## src/design/kalman_angle_bias_filter_macros.svh

```systemverilog
// Assertion helpers shared by the design files.
// Both macros expect signals named clk and rst in the enclosing module.
`ifndef KALMAN_ANGLE_BIAS_FILTER_MACROS_SVH
`define KALMAN_ANGLE_BIAS_FILTER_MACROS_SVH

// Same-cycle implication.
`define KABF_IMPL(label, ante, cons, msg) \
  label: assert property (@(posedge clk) disable iff (rst) (ante) |-> (cons)) else $error(msg);

// Next-cycle implication.
`define KABF_NEXT(label, ante, cons, msg) \
  label: assert property (@(posedge clk) disable iff (rst) (ante) |=> (cons)) else $error(msg);

`endif

```

## src/design/kabf_pkg.sv

```systemverilog
package kabf_pkg;

  localparam int NUM_AXES = 2;

  localparam int CFG_W = 31;
  localparam int DATA_W = 32;
  localparam int US_W = 20;
  localparam int DT_W = 29;
  localparam int OP_W = 33;
  localparam int RES_W = 38;
  localparam int SUM_W = 48;
  localparam int NUM_W = 61;
  localparam int DEN_W = 34;

  localparam logic [1:0] REG_ANGLE_NOISE = 2'd0;
  localparam logic [1:0] REG_BIAS_NOISE = 2'd1;
  localparam logic [1:0] REG_MEAS_NOISE = 2'd2;

  localparam logic [CFG_W-1:0] ANGLE_NOISE_RST = 31'd268435;
  localparam logic [CFG_W-1:0] BIAS_NOISE_RST = 31'd805306;
  localparam logic [CFG_W-1:0] MEAS_NOISE_RST = 31'd8053064;

  localparam logic signed [DATA_W-1:0] ONE_Q28 = 32'sd268435456;

  localparam logic [31:0] US_DEFAULT = 32'd1000;
  localparam logic [31:0] US_MAX = 32'd1000000;

  // Step time conversion: 10^6 = 64 * 15625 and 2^22 = 268 * 15625 + 6804.
  // Division by 15625 is done by multiplying with a rounded-up reciprocal.
  localparam logic [20:0] DT_RECIP_A = 21'd1099512;    // ceil(2^34 / 15625)
  localparam logic [27:0] DT_RECIP_B = 28'd140737489;  // ceil(2^41 / 15625)
  localparam logic [13:0] DT_BLOCK = 14'd15625;
  localparam logic [12:0] DT_FRAC = 13'd6804;
  localparam logic [8:0]  DT_WHOLE = 9'd268;
  localparam logic [12:0] DT_BIAS = 13'd7812;

  typedef struct packed {
    logic busy;
    logic done;
    logic ovf;
  } div_stat_t;

  function automatic logic signed [DATA_W-1:0] sat32(input logic signed [SUM_W-1:0] v);
    logic signed [DATA_W-1:0] r;
    if (v > 48'sd2147483647) begin
      r = 32'sh7FFFFFFF;
    end else if (v < -48'sd2147483648) begin
      r = 32'sh80000000;
    end else begin
      r = v[DATA_W-1:0];
    end
    return r;
  endfunction

endpackage

```

## src/design/kabf_mul.sv

```systemverilog
module kabf_mul (
  input  logic                              clk,
  input  logic signed [kabf_pkg::OP_W-1:0]  a,
  input  logic signed [kabf_pkg::OP_W-1:0]  b,
  output logic signed [kabf_pkg::RES_W-1:0] res
);
  import kabf_pkg::*;

  logic signed [2*OP_W-1:0] prod;
  logic signed [2*OP_W-1:0] rnd;

  // Round to nearest, ties away from zero, on the shift back by 28 bits.
  assign rnd = prod + (prod[2*OP_W-1] ? 66'sd134217727 : 66'sd134217728);

  always_ff @(posedge clk) begin
    prod <= a * b;
    res <= RES_W'(rnd >>> 28);
  end

endmodule

```

## config.mk

```make
export PLATFORM = sky130hd
export DESIGN_NAME = kabf_mul
export DESIGN_NICKNAME = d
export VERILOG_FILES = /design/src/design/kalman_angle_bias_filter_macros.svh /design/src/design/kabf_pkg.sv /design/src/design/kabf_mul.sv
export SDC_FILE = /design/constraint.sdc
export NUM_CORES = 2
export LEC_CHECK = 0
export BUFFER_PORTS_ARGS = -buffer_cell sky130_fd_sc_hd__buf_4
export CORE_MARGIN = 10
export CORE_UTILIZATION = 65
export CTS_CLUSTER_DIAMETER = 200
export DETAILED_ROUTE_END_ITERATION = 10
export HOLD_SLACK_MARGIN = 0.03
export PLACE_DENSITY_LB_ADDON = 0.08
export SLEW_MARGIN = 25
export SYNTH_ARGS = -nofsm -noshare
export SYNTH_HDL_FRONTEND = slang
export SYNTH_SLANG_ARGS = --single-unit
```

## constraint.sdc

```tcl
create_clock -name clk -period 19.4 [get_ports clk]
set_input_delay 1.94 -clock clk [delete_from_list [all_inputs] [get_ports clk]]
set_output_delay 1.94 -clock clk [all_outputs]
set_load 0.01 [all_outputs]
```

# Yosys cells after proc, flatten, opt, wreduce, memory -nomap -nowiden
# Index checks and enable logic that the tools add are counted.
op_classes:
  n_addsub: 1
  mul: 1
  n_mux: 1
ops:
  columns: ["cell", "count"]
  rows:
  - ["66-bit by 29-bit adder with 66-bit output", 1]
  - ["33-bit by 33-bit multiplier with 66-bit output", 1]
  - ["28-bit 2-to-1 mux", 1]
word_totals:
  ff_bits: 104
  in_bits: 67
  elab_cells: 5

# Depth between registers and ports, before layout
depth:
  ltp_word: 2
  ltp_mapped: 30

# Worst setup path after synthesis
# OpenSTA, ideal clock, no wires.
synth_timing:
  path_kind: "in2reg"
  startpoint: "in a[32] in the netlist's numbering"
  endpoint: "reg prod[65]"
  setup_ns: 0.127
  arrival_ns: 9.036
  required_ns: 19.273
  setup_slack_ns: 10.237
  stages: 25
  path_buffers: 2
  path_cell_list: "clkbuf_1 -> nand2_1 -> inv_1 -> fa_1 -> fa_1 -> fa_1 -> fa_1 -> inv_1 -> fa_1 -> inv_1 -> fa_1 -> fa_1 -> inv_1 -> fa_1 -> inv_1 -> ha_1 -> clkbuf_1 -> a21oi_1 -> a21boi_0 -> a211oi_1 -> a21oi_1 -> o22ai_2 -> o21ai_2 -> and4_1 -> nor3_1"
synth_between:
  elab_chain_len: 1
synth_rtl:
  columns: ["item", "line", "text"]
  rows:
  - ["start, declared", "kabf_mul.sv:3", "input logic signed [kabf_pkg::OP_W-1:0] a,"]
  - ["33-bit by 33-bit multiplier with 66-bit output", "kabf_mul.sv:16", "prod <= a * b;"]
  - ["end signal, assigned", "kabf_mul.sv:16", null]
  - ["end, declared", "kabf_mul.sv:9", "logic signed [2*OP_W-1:0] prod;"]
# Every way passes these cells.

# Final worst setup path
layout_timing:
  startpoint: "in b[0] in the netlist's numbering"
  endpoint: "reg prod[65]"
layout_between:
  elab_chain_len: 1
layout_rtl:
  columns: ["item", "line", "text"]
  rows:
  - ["start, declared", "kabf_mul.sv:4", "input logic signed [kabf_pkg::OP_W-1:0] b,"]
  - ["33-bit by 33-bit multiplier with 66-bit output", "kabf_mul.sv:16", null]
# Every way passes these cells.

==> qor.csv <==
stage,metric,value,unit
critical_path,path_common_cell,fa_1,
floorplan,row_count,93,
yosys,dominant_combinational_cell_family_by_area_after_synthesis,adder cells,
yosys,post_synthesis_share_of_cell_area_spent_on_full_adders_half_adders_and_majority_gates,61.11,%
yosys,synth.yosys.seq_area_share,4.898,%
yosys,async_reset_ff_share,0,%
floorplan,initial_core_util,65.82,%
cts,cts_tree,done,
critical_path,max_stage_delay,0.88,ns
yosys,synth_flop_cell,dfxtp_1,
grt,grt_start_max_net_pins,34,
critical_path,path_depth,24,
sta,rsz0062_at_grt,no,
yosys,synth.largest_area_cell,fa_1,
layout,drive_above_1_share,3.211,%
routing,avgRoutedWirePerCell,20.64,um
routing,viasPerCell,5.612,
sta,report.final.setup_viol,0,
yosys,yosys.area_share.simple,15.80,%
yosys,synthMuxAreaShare,0,%
yosys,syn_area,42510,um2
floorplan,die-width,275.7,um
yosys,synthCells,4550,
cts,clock-root-buffer,clkbuf_16,
critical_path,reg2regPathDepth,12,
critical_path,cp-start-kind,input pin,
routing,postRouteWirelength,109500,um
critical_path,crit_path_cell_trace,buf_4 > nand2_1 > inv_1 > fa_1 > fa_1 > fa_1 > fa_1 > inv_1 > fa_1 > inv_1 > fa_1 > fa_1 > inv_1 > fa_1 > inv_1 > ha_1 > and3_1 > and4_1 > o31ai_1 > a21oi_1 > o22ai_2 > o21ai_2 > and4_1 > nor3_1,
critical_path,critical-path-top-delay-family,adder cells,
yosys,share_of_the_synthesized_area_in_compound_gates_ao_oa_aoi_oai,3.827,%
routing,m1WireLength,39210,um
yosys,synth.distinct_cells,70,
cts,max-clock-path-buffers,2,
sta,finalMaxSlewViolations,0,
grt,first_global_vias,34117,
layout,syn2layout_area_growth,3.120,%
grt,number_of_antenna_violations_at_the_first_check_in_global_routing,1,
hold_path,timing.hold.worst.class,register to register,
sta,slew-limit-headroom,54.09,%
layout,nets,5904,
sta,fmax_achieved,104.3,MHz
critical_path,timing.setup.critical_path_class,input pin to register,
yosys,syn-mean-instance-area,9.342,um2
sta,tcrit_tclk_final,49.42,%
routing,met2_length,55810,um
cts,cts-buffers-inserted,9,
critical_path,critPathArrivalTime,9.83,ns
sta,timing.setup.tns,0,ns
grt,wire_length_of_the_first_global_routing_pass,181400,um
routing,drt_first_iter_violations,1775,
hold_path,min_delay_path_depth,1,
cts,cts_setup_buffers,0,
layout,layout_common_cells,"inv_1, fa_1, nand2_1, and2_1, ha_1",
place,place.port_buffers,104,
grt,overflow,0,
cts,clock_latency,0.36,ns
grt,grt_use_total,30.95,%
hold_path,holdPathEnd,res[25],
flow_run,cap_violations,0,
critical_path,required_time_at_the_endpoint_of_the_critical_path,19.64,ns
routing,drt_drc_violations_left,0,
critical_path,critical_path_fanouts_max,33,
floorplan,boundaryPins,105,
floorplan,dieArea,76020,um2
routing,num_vias,29789,
critical_path,worst_reg2reg_path_startpoint,prod[65],
outcome,outcome,"finished, final reports clean",
hold_path,hp-start,prod[53],
sta,min_period,9.588,ns
layout,layout.filler_cells,5254,
yosys,synth-xor-area-share,2.225,%
yosys,synth-edff-count,0,
critical_path,crit_slowest_cell,fa_1,
critical_path,crit_buf_inv,6,
floorplan,core-area,64580,um2
critical_path,timing.critical_path.to_type,register,
layout,mostFrequentLayoutCell,inv_1,
critical_path,r2r_setup_slack,16.12,ns
routing,antenna_violating_nets_post_route,0,
cts,total_number_of_clock_tree_sinks,104,
place,placed_wire_length_estimate_after_detailed_placement,87040,um
yosys,synth_warnings,0,
yosys,synth_top_area_share,53.93,%
floorplan,die_y,275.7,um
routing,highest_layer,met5,
routing,drtPass1Iterations,7,
sta,final-hold-violation-count,0,
sta,skew,0.007850,ns
layout,num_antenna_cells,0,
cts,holdBufCountCts,0,
cts,clkSlewWorstSetupHoldPaths,0.07,ns
cts,post_cts_resize_count,0,
cts,ctsHtreeMaxLevel,3,
yosys,synth_nets,6006,
yosys,synth.top_cells.by_area,"fa_1, inv_1, and2_1",
routing,dr_wl_met3,6628,um
place,detailedPlace.worstSlack,9.494,ns
critical_path,timing.rr.end,res[37],
sta,timing_worst_slew_pin_value,0.6798,ns
yosys,number_of_synthesized_register_bits,104,
place,gp_weighted_congestion,0.9260,
sta,final_setup_slack_of_the_worst_path,9.812,ns
-- worst register-to-register path, cell delays in order, from the launching register on --
cell	delay, ns
dfxtp_1	0.30
buf_4	0.24
ha_1	0.44
nand4_1	0.16
or4_4	0.45
o21ai_1	0.15
nand2b_1	0.07
a31oi_1	0.15
a211o_2	0.16
nand3_4	0.17
nor4_4	0.54
nand4_1	0.18
xnor2_1	0.16
-- routing by layer --
metal  global-route usage [%]  vias up
li1                         -    12843
met1                    35.85    15478
met2                    54.53     1104
met3                    4.422      362
met4                    17.72        2
met5                        0        -
-- flip-flops by register name, summed over array words and instances, names as in the netlist --
signal and cells:
res 38, prod 66
-- cells by family (layout without fill, tap and decap cells) --
group           after synthesis  in the layout
compound gates              247            247
xor+xnor                    108            108
fa+ha+maj                  1389           1389
buf+inv                    1372           1275
flops                       104            104
simple gates               1330           1330
-- cells in the mapped netlist, drive strengths merged, types with 31 or more instances --
cell type / n
ha: 244
o21ai: 47
xor2: 40
a21o: 42
nor2: 86
fa: 1145
inv: 1151
nand3: 31
and2: 553
clkbuf: 216
xnor2: 68
dfxtp: 104
a21oi: 80
nand2: 563
-- worst max path at each step --
stage | slack, ns | endpoint | start
2_1_floorplan | 10.24 | prod[65] | a[32]
3_5_place_dp | 9.49 | prod[65] | b[0]
4_1_cts | 9.84 | prod[65] | b[0]
6_report | 9.81 | prod[65] | b[0]
3_3_place_gp | 9.57 | prod[65] | b[0]
5_1_grt | 9.34 | prod[65] | b[0]
-- cell type report --
type / count / area [um2] / area share [%]
inverters: 1152 / 4324 / 9.865
repair buffers: 107 / 803.3 / 1.833
clock inverters: 5 / 47.55 / 0.1085
flip-flops and latches: 104 / 2082 / 4.750
well taps: 855 / 1070 / 2.441
clock buffers: 11 / 242.7 / 0.5538
multi-input cells: 3074 / 35260 / 80.45
-- through the flow --
step | utilization (%) | hold slack, ns | cells | area [um2]
finish | 67.87 | 0.4513 | 5308 | 43830
global route | 67.87 | 0.4676 | 5308 | 43830
CTS | 67.87 | 0.4565 | 5308 | 43830
detailed placement | 67.42 | 0.4503 | 5292 | 43540
global placement | 67.42 | 0.4493 | 5292 | 43540
floorplan | - | 0.4256 | 4550 | 42510
Power is left out: the tool's default activity adds up to more than one toggle a clock period on the data nets, which glitch-free logic cannot reach.
