## src/design/kalman_angle_bias_filter_macros.svh

```systemverilog
// Assertion helpers shared by the design files.
// Both macros expect signals named clk and rst in the enclosing module.
`ifndef KALMAN_ANGLE_BIAS_FILTER_MACROS_SVH
`define KALMAN_ANGLE_BIAS_FILTER_MACROS_SVH

// Same-cycle implication.
`define KABF_IMPL(label, ante, cons, msg) \
  label: assert property (@(posedge clk) disable iff (rst) (ante) |-> (cons)) else $error(msg);

// Next-cycle implication.
`define KABF_NEXT(label, ante, cons, msg) \
  label: assert property (@(posedge clk) disable iff (rst) (ante) |=> (cons)) else $error(msg);

`endif

```

## src/design/kabf_pkg.sv

```systemverilog
package kabf_pkg;

  localparam int NUM_AXES = 2;

  localparam int CFG_W = 31;
  localparam int DATA_W = 32;
  localparam int US_W = 20;
  localparam int DT_W = 29;
  localparam int OP_W = 33;
  localparam int RES_W = 38;
  localparam int SUM_W = 48;
  localparam int NUM_W = 61;
  localparam int DEN_W = 34;

  localparam logic [1:0] REG_ANGLE_NOISE = 2'd0;
  localparam logic [1:0] REG_BIAS_NOISE = 2'd1;
  localparam logic [1:0] REG_MEAS_NOISE = 2'd2;

  localparam logic [CFG_W-1:0] ANGLE_NOISE_RST = 31'd268435;
  localparam logic [CFG_W-1:0] BIAS_NOISE_RST = 31'd805306;
  localparam logic [CFG_W-1:0] MEAS_NOISE_RST = 31'd8053064;

  localparam logic signed [DATA_W-1:0] ONE_Q28 = 32'sd268435456;

  localparam logic [31:0] US_DEFAULT = 32'd1000;
  localparam logic [31:0] US_MAX = 32'd1000000;

  // Step time conversion: 10^6 = 64 * 15625 and 2^22 = 268 * 15625 + 6804.
  // Division by 15625 is done by multiplying with a rounded-up reciprocal.
  localparam logic [20:0] DT_RECIP_A = 21'd1099512;    // ceil(2^34 / 15625)
  localparam logic [27:0] DT_RECIP_B = 28'd140737489;  // ceil(2^41 / 15625)
  localparam logic [13:0] DT_BLOCK = 14'd15625;
  localparam logic [12:0] DT_FRAC = 13'd6804;
  localparam logic [8:0]  DT_WHOLE = 9'd268;
  localparam logic [12:0] DT_BIAS = 13'd7812;

  typedef struct packed {
    logic busy;
    logic done;
    logic ovf;
  } div_stat_t;

  function automatic logic signed [DATA_W-1:0] sat32(input logic signed [SUM_W-1:0] v);
    logic signed [DATA_W-1:0] r;
    if (v > 48'sd2147483647) begin
      r = 32'sh7FFFFFFF;
    end else if (v < -48'sd2147483648) begin
      r = 32'sh80000000;
    end else begin
      r = v[DATA_W-1:0];
    end
    return r;
  endfunction

endpackage

```

## src/design/kabf_div.sv

```systemverilog
`include "kalman_angle_bias_filter_macros.svh"

module kabf_div (
  input  logic                            clk,
  input  logic                            rst,
  input  logic                            start,
  input  logic [kabf_pkg::NUM_W-1:0]      num,
  input  logic [kabf_pkg::DEN_W-1:0]      den,
  output logic [31:0]                     quo,
  output kabf_pkg::div_stat_t             stat
);
  import kabf_pkg::*;

  logic [DEN_W-1:0] rem;
  logic [DEN_W-1:0] dv;
  logic [31:0]      low;
  logic [3:0]       cnt;
  logic [DEN_W:0]   t1;
  logic [DEN_W:0]   t2;
  logic [DEN_W-1:0] r1;
  logic [DEN_W-1:0] r2;
  logic             b1;
  logic             b2;

  // Two restoring steps per cycle.
  always_comb begin
    t1 = {rem, low[31]};
    b1 = (t1 >= {1'b0, dv});
    r1 = b1 ? DEN_W'(t1 - {1'b0, dv}) : t1[DEN_W-1:0];
    t2 = {r1, low[30]};
    b2 = (t2 >= {1'b0, dv});
    r2 = b2 ? DEN_W'(t2 - {1'b0, dv}) : t2[DEN_W-1:0];
  end

  always_ff @(posedge clk) begin
    if (rst) begin
      stat <= '0;
      cnt <= '0;
    end else begin
      stat.done <= 1'b0;
      if (start) begin
        rem <= DEN_W'(num[NUM_W-1:32]);
        low <= num[31:0];
        dv <= den;
        stat.ovf <= ({5'b0, num} >= {den, 32'b0});
        cnt <= 4'd15;
        stat.busy <= 1'b1;
      end else if (stat.busy) begin
        rem <= r2;
        low <= {low[29:0], 2'b00};
        quo <= {quo[29:0], b1, b2};
        cnt <= cnt - 4'd1;
        if (cnt == 4'd0) begin
          stat.busy <= 1'b0;
          stat.done <= 1'b1;
        end
      end
    end
  end

  `KABF_IMPL(a_no_restart, start, !stat.busy, "divider started while busy")
  `KABF_NEXT(a_done_after_last, stat.busy && cnt == 4'd0 && !start, stat.done, "divider missed done")
  `KABF_IMPL(a_done_idle, stat.done, !stat.busy, "divider done while busy")

endmodule

```

## config.mk

```make
export PLATFORM = sky130hd
export DESIGN_NAME = kabf_div
export DESIGN_NICKNAME = d
export VERILOG_FILES = /design/src/design/kabf_pkg.sv /design/src/design/kabf_div.sv
export VERILOG_INCLUDE_DIRS = /design/src /design/src/design
export SDC_FILE = /design/constraint.sdc
export NUM_CORES = 1
export LEC_CHECK = 0
export CELL_PAD_IN_SITES_DETAIL_PLACEMENT = 1
export CELL_PAD_IN_SITES_GLOBAL_PLACEMENT = 1
export CORE_MARGIN = 10
export CORE_UTILIZATION = 50
export DETAILED_ROUTE_END_ITERATION = 10
export DONT_BUFFER_PORTS = 1
export GPL_TIMING_DRIVEN = 0
export PLACE_DENSITY = 0.9
export SLEW_MARGIN = 20
export SYNTH_ARGS = -nofsm -noshare
export SYNTH_HDL_FRONTEND = slang
export SYNTH_SLANG_ARGS = --single-unit
```

## constraint.sdc

```tcl
create_clock -name clk -period 12.01 [get_ports clk]
set_clock_uncertainty 0.05 [all_clocks]
set_input_delay 1.201 -clock clk [delete_from_list [all_inputs] [get_ports clk]]
set_output_delay 1.201 -clock clk [all_outputs]
set_load 0.02 [all_outputs]
```

# --- Yosys cells after proc, flatten, opt, wreduce, memory -nomap -nowiden ---
# Cells that the tools add are included.
word_totals:
  latch_bits: 0
  rom_bits: 0
  in_bits: 98
  wordCells: 35
  ff_bits: 139
  mem_count: 0
  ramBits: 0
op_classes:
  n_lt_le_gt_ge: 3
  multipliers: 0
  add_sub_neg: 3
  n_eq_ne: 0
  muxes: 11
  reduce_logical: 6
  shift: 0
  div_mod_pow: 0
  bitwise_logic: 3
op_table:
  columns: ["operator", "n"]
  rows:
  - ["34-bit 2-to-1 mux", 3]
  - ["35-bit by 34-bit greater-or-equal comparator with 1-bit output", 2]
  - ["34-bit subtractor", 2]
  - ["61-bit by 66-bit greater-or-equal comparator with 1-bit output", 1]
  - ["32-bit 2-to-1 mux", 2]
  - ["29-bit 2-to-1 mux", 1]
  - ["4-bit 2-to-1 mux", 2]
  - ["4-bit logical NOT", 1]
  - ["2-bit 2-to-1 mux", 2]
  - ["2-bit AND reduction", 2]
  - ["4-bit by 1-bit subtractor with 4-bit output (second input constant)", 1]
  - ["1-bit inverter", 3]
  - ["3-bit AND reduction", 1]
  - ["3-bit OR reduction", 1]
  - ["2-bit nonzero test", 1]
  - ["1-bit 2-to-1 mux", 1]

# --- Logic depth before layout (Yosys ltp) ---
depth:
  depth_word: 6
  depth_mapped: 27

# --- Worst setup path after synthesis ---
# OpenSTA, ideal clock, no wires.
synth_path:
  path_type: "reg-to-reg"
  start: "register rem[25]"
  end: "register rem[24], data pin"
  stages_incl_launch_ff: 24
  arrival_time_ns: 4.999
  period_less_slack_ns: 5.309
  n_path_buf: 3
  path_slack_ns: 6.701
  path_cell_list: "edfxtp_1 -> ha_1 -> a21o_1 -> o21bai_1 -> or3_1 -> or3_1 -> and3_4 -> nor2_4 -> inv_2 -> buf_4 -> mux2_2 -> ha_1 -> a22o_1 -> nor4_4 -> a221oi_1 -> a21bo_2 -> a21oi_1 -> o31ai_4 -> o221ai_1 -> o211a_1 -> buf_6 -> inv_8 -> buf_6 -> o311a_1"
synth_via:
  elab_chain_cells: 6
  elab_cells_between_ends: 8
  cone_classes: "add/sub: 2; order compare: 2; mux: 4"
synth_rtl:
  columns: ["element", "line", "text"]
  rows:
  - ["start, declared", "kabf_div.sv:14", "logic [DEN_W-1:0] rem;"]
  - ["start signal, assigned", "kabf_div.sv:42", "rem <= DEN_W'(num[NUM_W-1:32]);"]
  - ["start signal, assigned", "kabf_div.sv:49", "rem <= r2;"]
  - ["35-bit by 34-bit greater-or-equal comparator with 1-bit output (*)", "kabf_div.sv:28", "b1 = (t1 >= {1'b0, dv});"]
  - ["named net b1", "kabf_div.sv:22", "logic b1;"]
  - ["34-bit 2-to-1 mux (*)", "kabf_div.sv:29", "r1 = b1 ? DEN_W'(t1 - {1'b0, dv}) : t1[DEN_W-1:0];"]
  - ["34-bit subtractor or 35-bit by 34-bit greater-or-equal comparator with 1-bit output (tied branches)", "kabf_div.sv:32, kabf_div.sv:31", null]
  - ["34-bit 2-to-1 mux (*)", "kabf_div.sv:32", "r2 = b2 ? DEN_W'(t2 - {1'b0, dv}) : t2[DEN_W-1:0];"]
  - ["34-bit 2-to-1 mux (*)", "kabf_div.sv:48", "end else if (stat.busy) begin"]
  - ["29-bit 2-to-1 mux (*)", "kabf_div.sv:41", "if (start) begin"]
# The timed path passes the listed nets; every way through them passes the cells marked *. The select of a mux whose other input is x is not followed.
# A chain may end at the register's enable or synchronous reset.

# --- Final worst setup path ---
layout_path:
  start: "register rem[30]"
  end: "register rem[1], data pin"
# Same word-level chain as after synthesis.

==> run_results.csv <==
group,metric,value,unit
status,outcome,"finished clean",
placed_design,finalWeightedCongestion,0.927,
floorplanning,io_pins,133,
clock_network,postCtsResizedCells,0,
sta,finalSetupTns,0,ns
worst_setup_path,timing.rr.end,"rem[1]$_DFFE_PP_",
route,wl,39.0,mm
route,highest_layer,"met4",
clock_network,cts-hold-fix-buffers,0,
global_route,grtUsageTotal,29.2,%
worst_setup_path,critical_path_arrival,7.01,ns
global_route,grt_max_degree,30,
worst_setup_path,required,12.12,ns
sta,fin_crit_sh,57.4,%
logic_synthesis,syn_inst,1034,
clock_network,postCtsSetupBuffers,0,
sta,rsz0062_at_grt,"no",
clock_network,root_buffer,"clkbuf_16",
logic_synthesis,syn_nets,1232,
cells_and_area,nets,1257,
cells_and_area,antenna-diode-count,0,
route,dr_wl_met2,18.6,mm
clock_network,path_clk_slew,0.08,ns
cells_and_area,layout_commonest_cell,"edfxtp_1",
logic_synthesis,ys.warnings.count,0,
floorplanning,start_util,50.6,%
logic_synthesis,yosysUniqueCellTypes,79,
logic_synthesis,synth.avg_cell_area,9.87,um2
global_route,grt_overflow_total,0,
clock_network,cts_made_buffers,17,
worst_setup_path,timing_worst_setup_path_type,"reg2reg",
floorplanning,die_x,163,um
placed_design,placed_area,10700,um2
clock_network,cts.htree.levels,4,
floorplanning,rows,52,
worst_setup_path,start_kind,"register",
placed_design,dp_hpwl,27.5,mm
route,drc,0,
worst_setup_path,timing.critical_path.from,"rem[30]$_SDFFCE_PP0P_",
cells_and_area,area_delta_synth_final,9.97,%
sta,hold_viol,0,
worst_setup_path,r2r_slack,5.11,ns
sta,setup_viol,0,
logic_synthesis,synth_edf_count,132,
cells_and_area,drive_gt1_share,11.0,%
logic_synthesis,async_flop_share,0,%
logic_synthesis,syn-cell-area,10200,um2
sta,slew_violations,0,
logic_synthesis,seq_area_frac_synth,40.2,%
floorplanning,die_h,163,um
logic_synthesis,ys.flop_type,"edfxtp_1",
worst_setup_path,end_kind,"register",
global_route,grt_pass1_vias,9666,
worst_setup_path,reg2reg_from,"rem[30]$_SDFFCE_PP0P_",
logic_synthesis,ys_seq_elements,139,
worst_hold_path,min_from,"low[1]$_SDFFCE_PN0P_",
route,met1Wirelength,14.1,mm
flow_run,drv_cap,0,
clock_network,insertion_delay,0.45,ns
route,drtIter0Drc,952,
route,wl_met3,3.99,mm
route,drtPass1Iterations,5,
worst_setup_path,cp_max_fo,10,
global_route,grt_antenna_before_repair,0,
sta,fmax,0.145,GHz
floorplanning,die_area,26500,um2
route,viasPerCell,6.71,
sta,fin_crit,6.90,ns
cells_and_area,final_cell_mix,"edfxtp_1 (132), ha_1 (98), nand2_1 (86)",
placed_design,port_buffers,0,
global_route,grt_pass1_wl,58.8,mm
sta,slew_headroom,36.4,%
clock_network,cts_sinks,139,
worst_hold_path,hp-class,"reg2reg",
cells_and_area,final_area,11200,um2
route,route.vias.total,9006,
floorplanning,coreArea,20200,um2
route,wire_per_inst,29.1,um
worst_setup_path,worst-r2r-cell-count,22,
route,antenna_left,0,
sta,worst_slew_pin_slew,0.953,ns
worst_setup_path,critical_path.endpoint,"rem[1]$_DFFE_PP_",
clock_network,cts_buffer_depth,2,
clock_network,cts_tree,"built",
## stage by stage
stage                     std cells  hold WS (ns)  setup WS (ns)  utilization (%)
after detailed placement       1310         0.491           5.44             52.8
final                          1342         0.499           5.11             55.6
after CTS                      1342         0.495           5.31             55.6
after global routing           1342         0.530           5.04             55.6
after floorplan                1034         0.475           6.70                -
after global placement         1304         0.481           5.12             52.3
## layout make-up
type | instances | area [um2]
fill | 2248 | 8950
inverter | 87 | 334
buffer | 34 | 180
multi-input combinational | 774 | 5610
tap | 270 | 338
sequential | 139 | 4100
timing repair buffer | 6 | 90.1
clock inverter | 15 | 144
clock buffer | 17 | 425
## kinds of logic after synthesis
logic type | count (synthesis) | share of synthesized area [%]
buffers and inverters | 121 | 5.04
XOR/XNOR | 61 | 5.23
AND/OR/NAND/NOR | 280 | 13.7
AO/OA/AOI/OAI | 281 | 17.8
adder cells (fa/ha/maj) | 100 | 12.4
multiplexers | 52 | 5.64
flip-flops | 139 | 40.2
## routing by layer
metal | up-vias | global-route usage [%]
li1 | 3902 | -
met1 | 4351 | 32.3
met2 | 581 | 48.6
met3 | 172 | 8.90
met4 | 0 | 17.5
met5 | - | 0
## how the worst min path moves through the flow
stage	to	slack [ns]	cells after the start
floorplan	low[2]$_DFFE_PP_	0.47	1
global placement	low[31]$_DFFE_PP_	0.48	1
detailed placement	low[6]$_DFFE_PP_	0.49	1
CTS	low[3]$_DFFE_PP_	0.50	1
global route	low[3]$_DFFE_PP_	0.53	1
finish	low[3]$_DFFE_PP_	0.50	1
## cells in the mapped netlist (9+ instances only)
master	instances	area [um2]
a21o_1	28	210
a21oi_1	79	395
a31oi_1	18	113
and3_1	12	75.1
clkbuf_1	18	67.6
edfxtp_1	132	3960
ha_1	98	1230
inv_1	85	319
mux2_2	40	450
mux2i_1	11	110
nand2_1	86	323
nand2b_1	13	81.3
nand3_1	20	100
nand4_1	16	100
nor2_1	63	236
nor2b_1	9	56.3
nor3_1	15	75.1
nor4_1	14	87.6
o21ai_0	64	320
o21bai_1	10	75.1
xnor2_1	36	315
xor2_1	25	219
## flip-flops by register name, indices dropped and copies added, names as in the netlist
name and cells:
dv 34, rem 34, cnt 4, quo 32
low 32, stat 3
## worst max-delay path, stage by stage, from the launching register on
cell and delay (ns):
edfxtp_1 0.41, ha_1 0.39, nand4b_1 0.29, nor4_1 0.72
a31o_2 0.29, o21bai_1 0.15, nor2_4 0.07, inv_2 0.23
buf_4 0.33, mux2_2 0.40, ha_1 0.39, a22o_1 0.30
nor4_4 0.23, a221oi_1 0.24, a21bo_2 0.25, a21oi_1 0.39
o31ai_4 0.25, o221ai_1 0.22, o211a_1 0.21, buf_6 0.16
buf_6 0.19, mux2i_1 0.29, o21ai_0 0.14
Power is left out: the tool's default activity adds up to more than one toggle a clock period on the data nets, which glitch-free logic cannot reach.
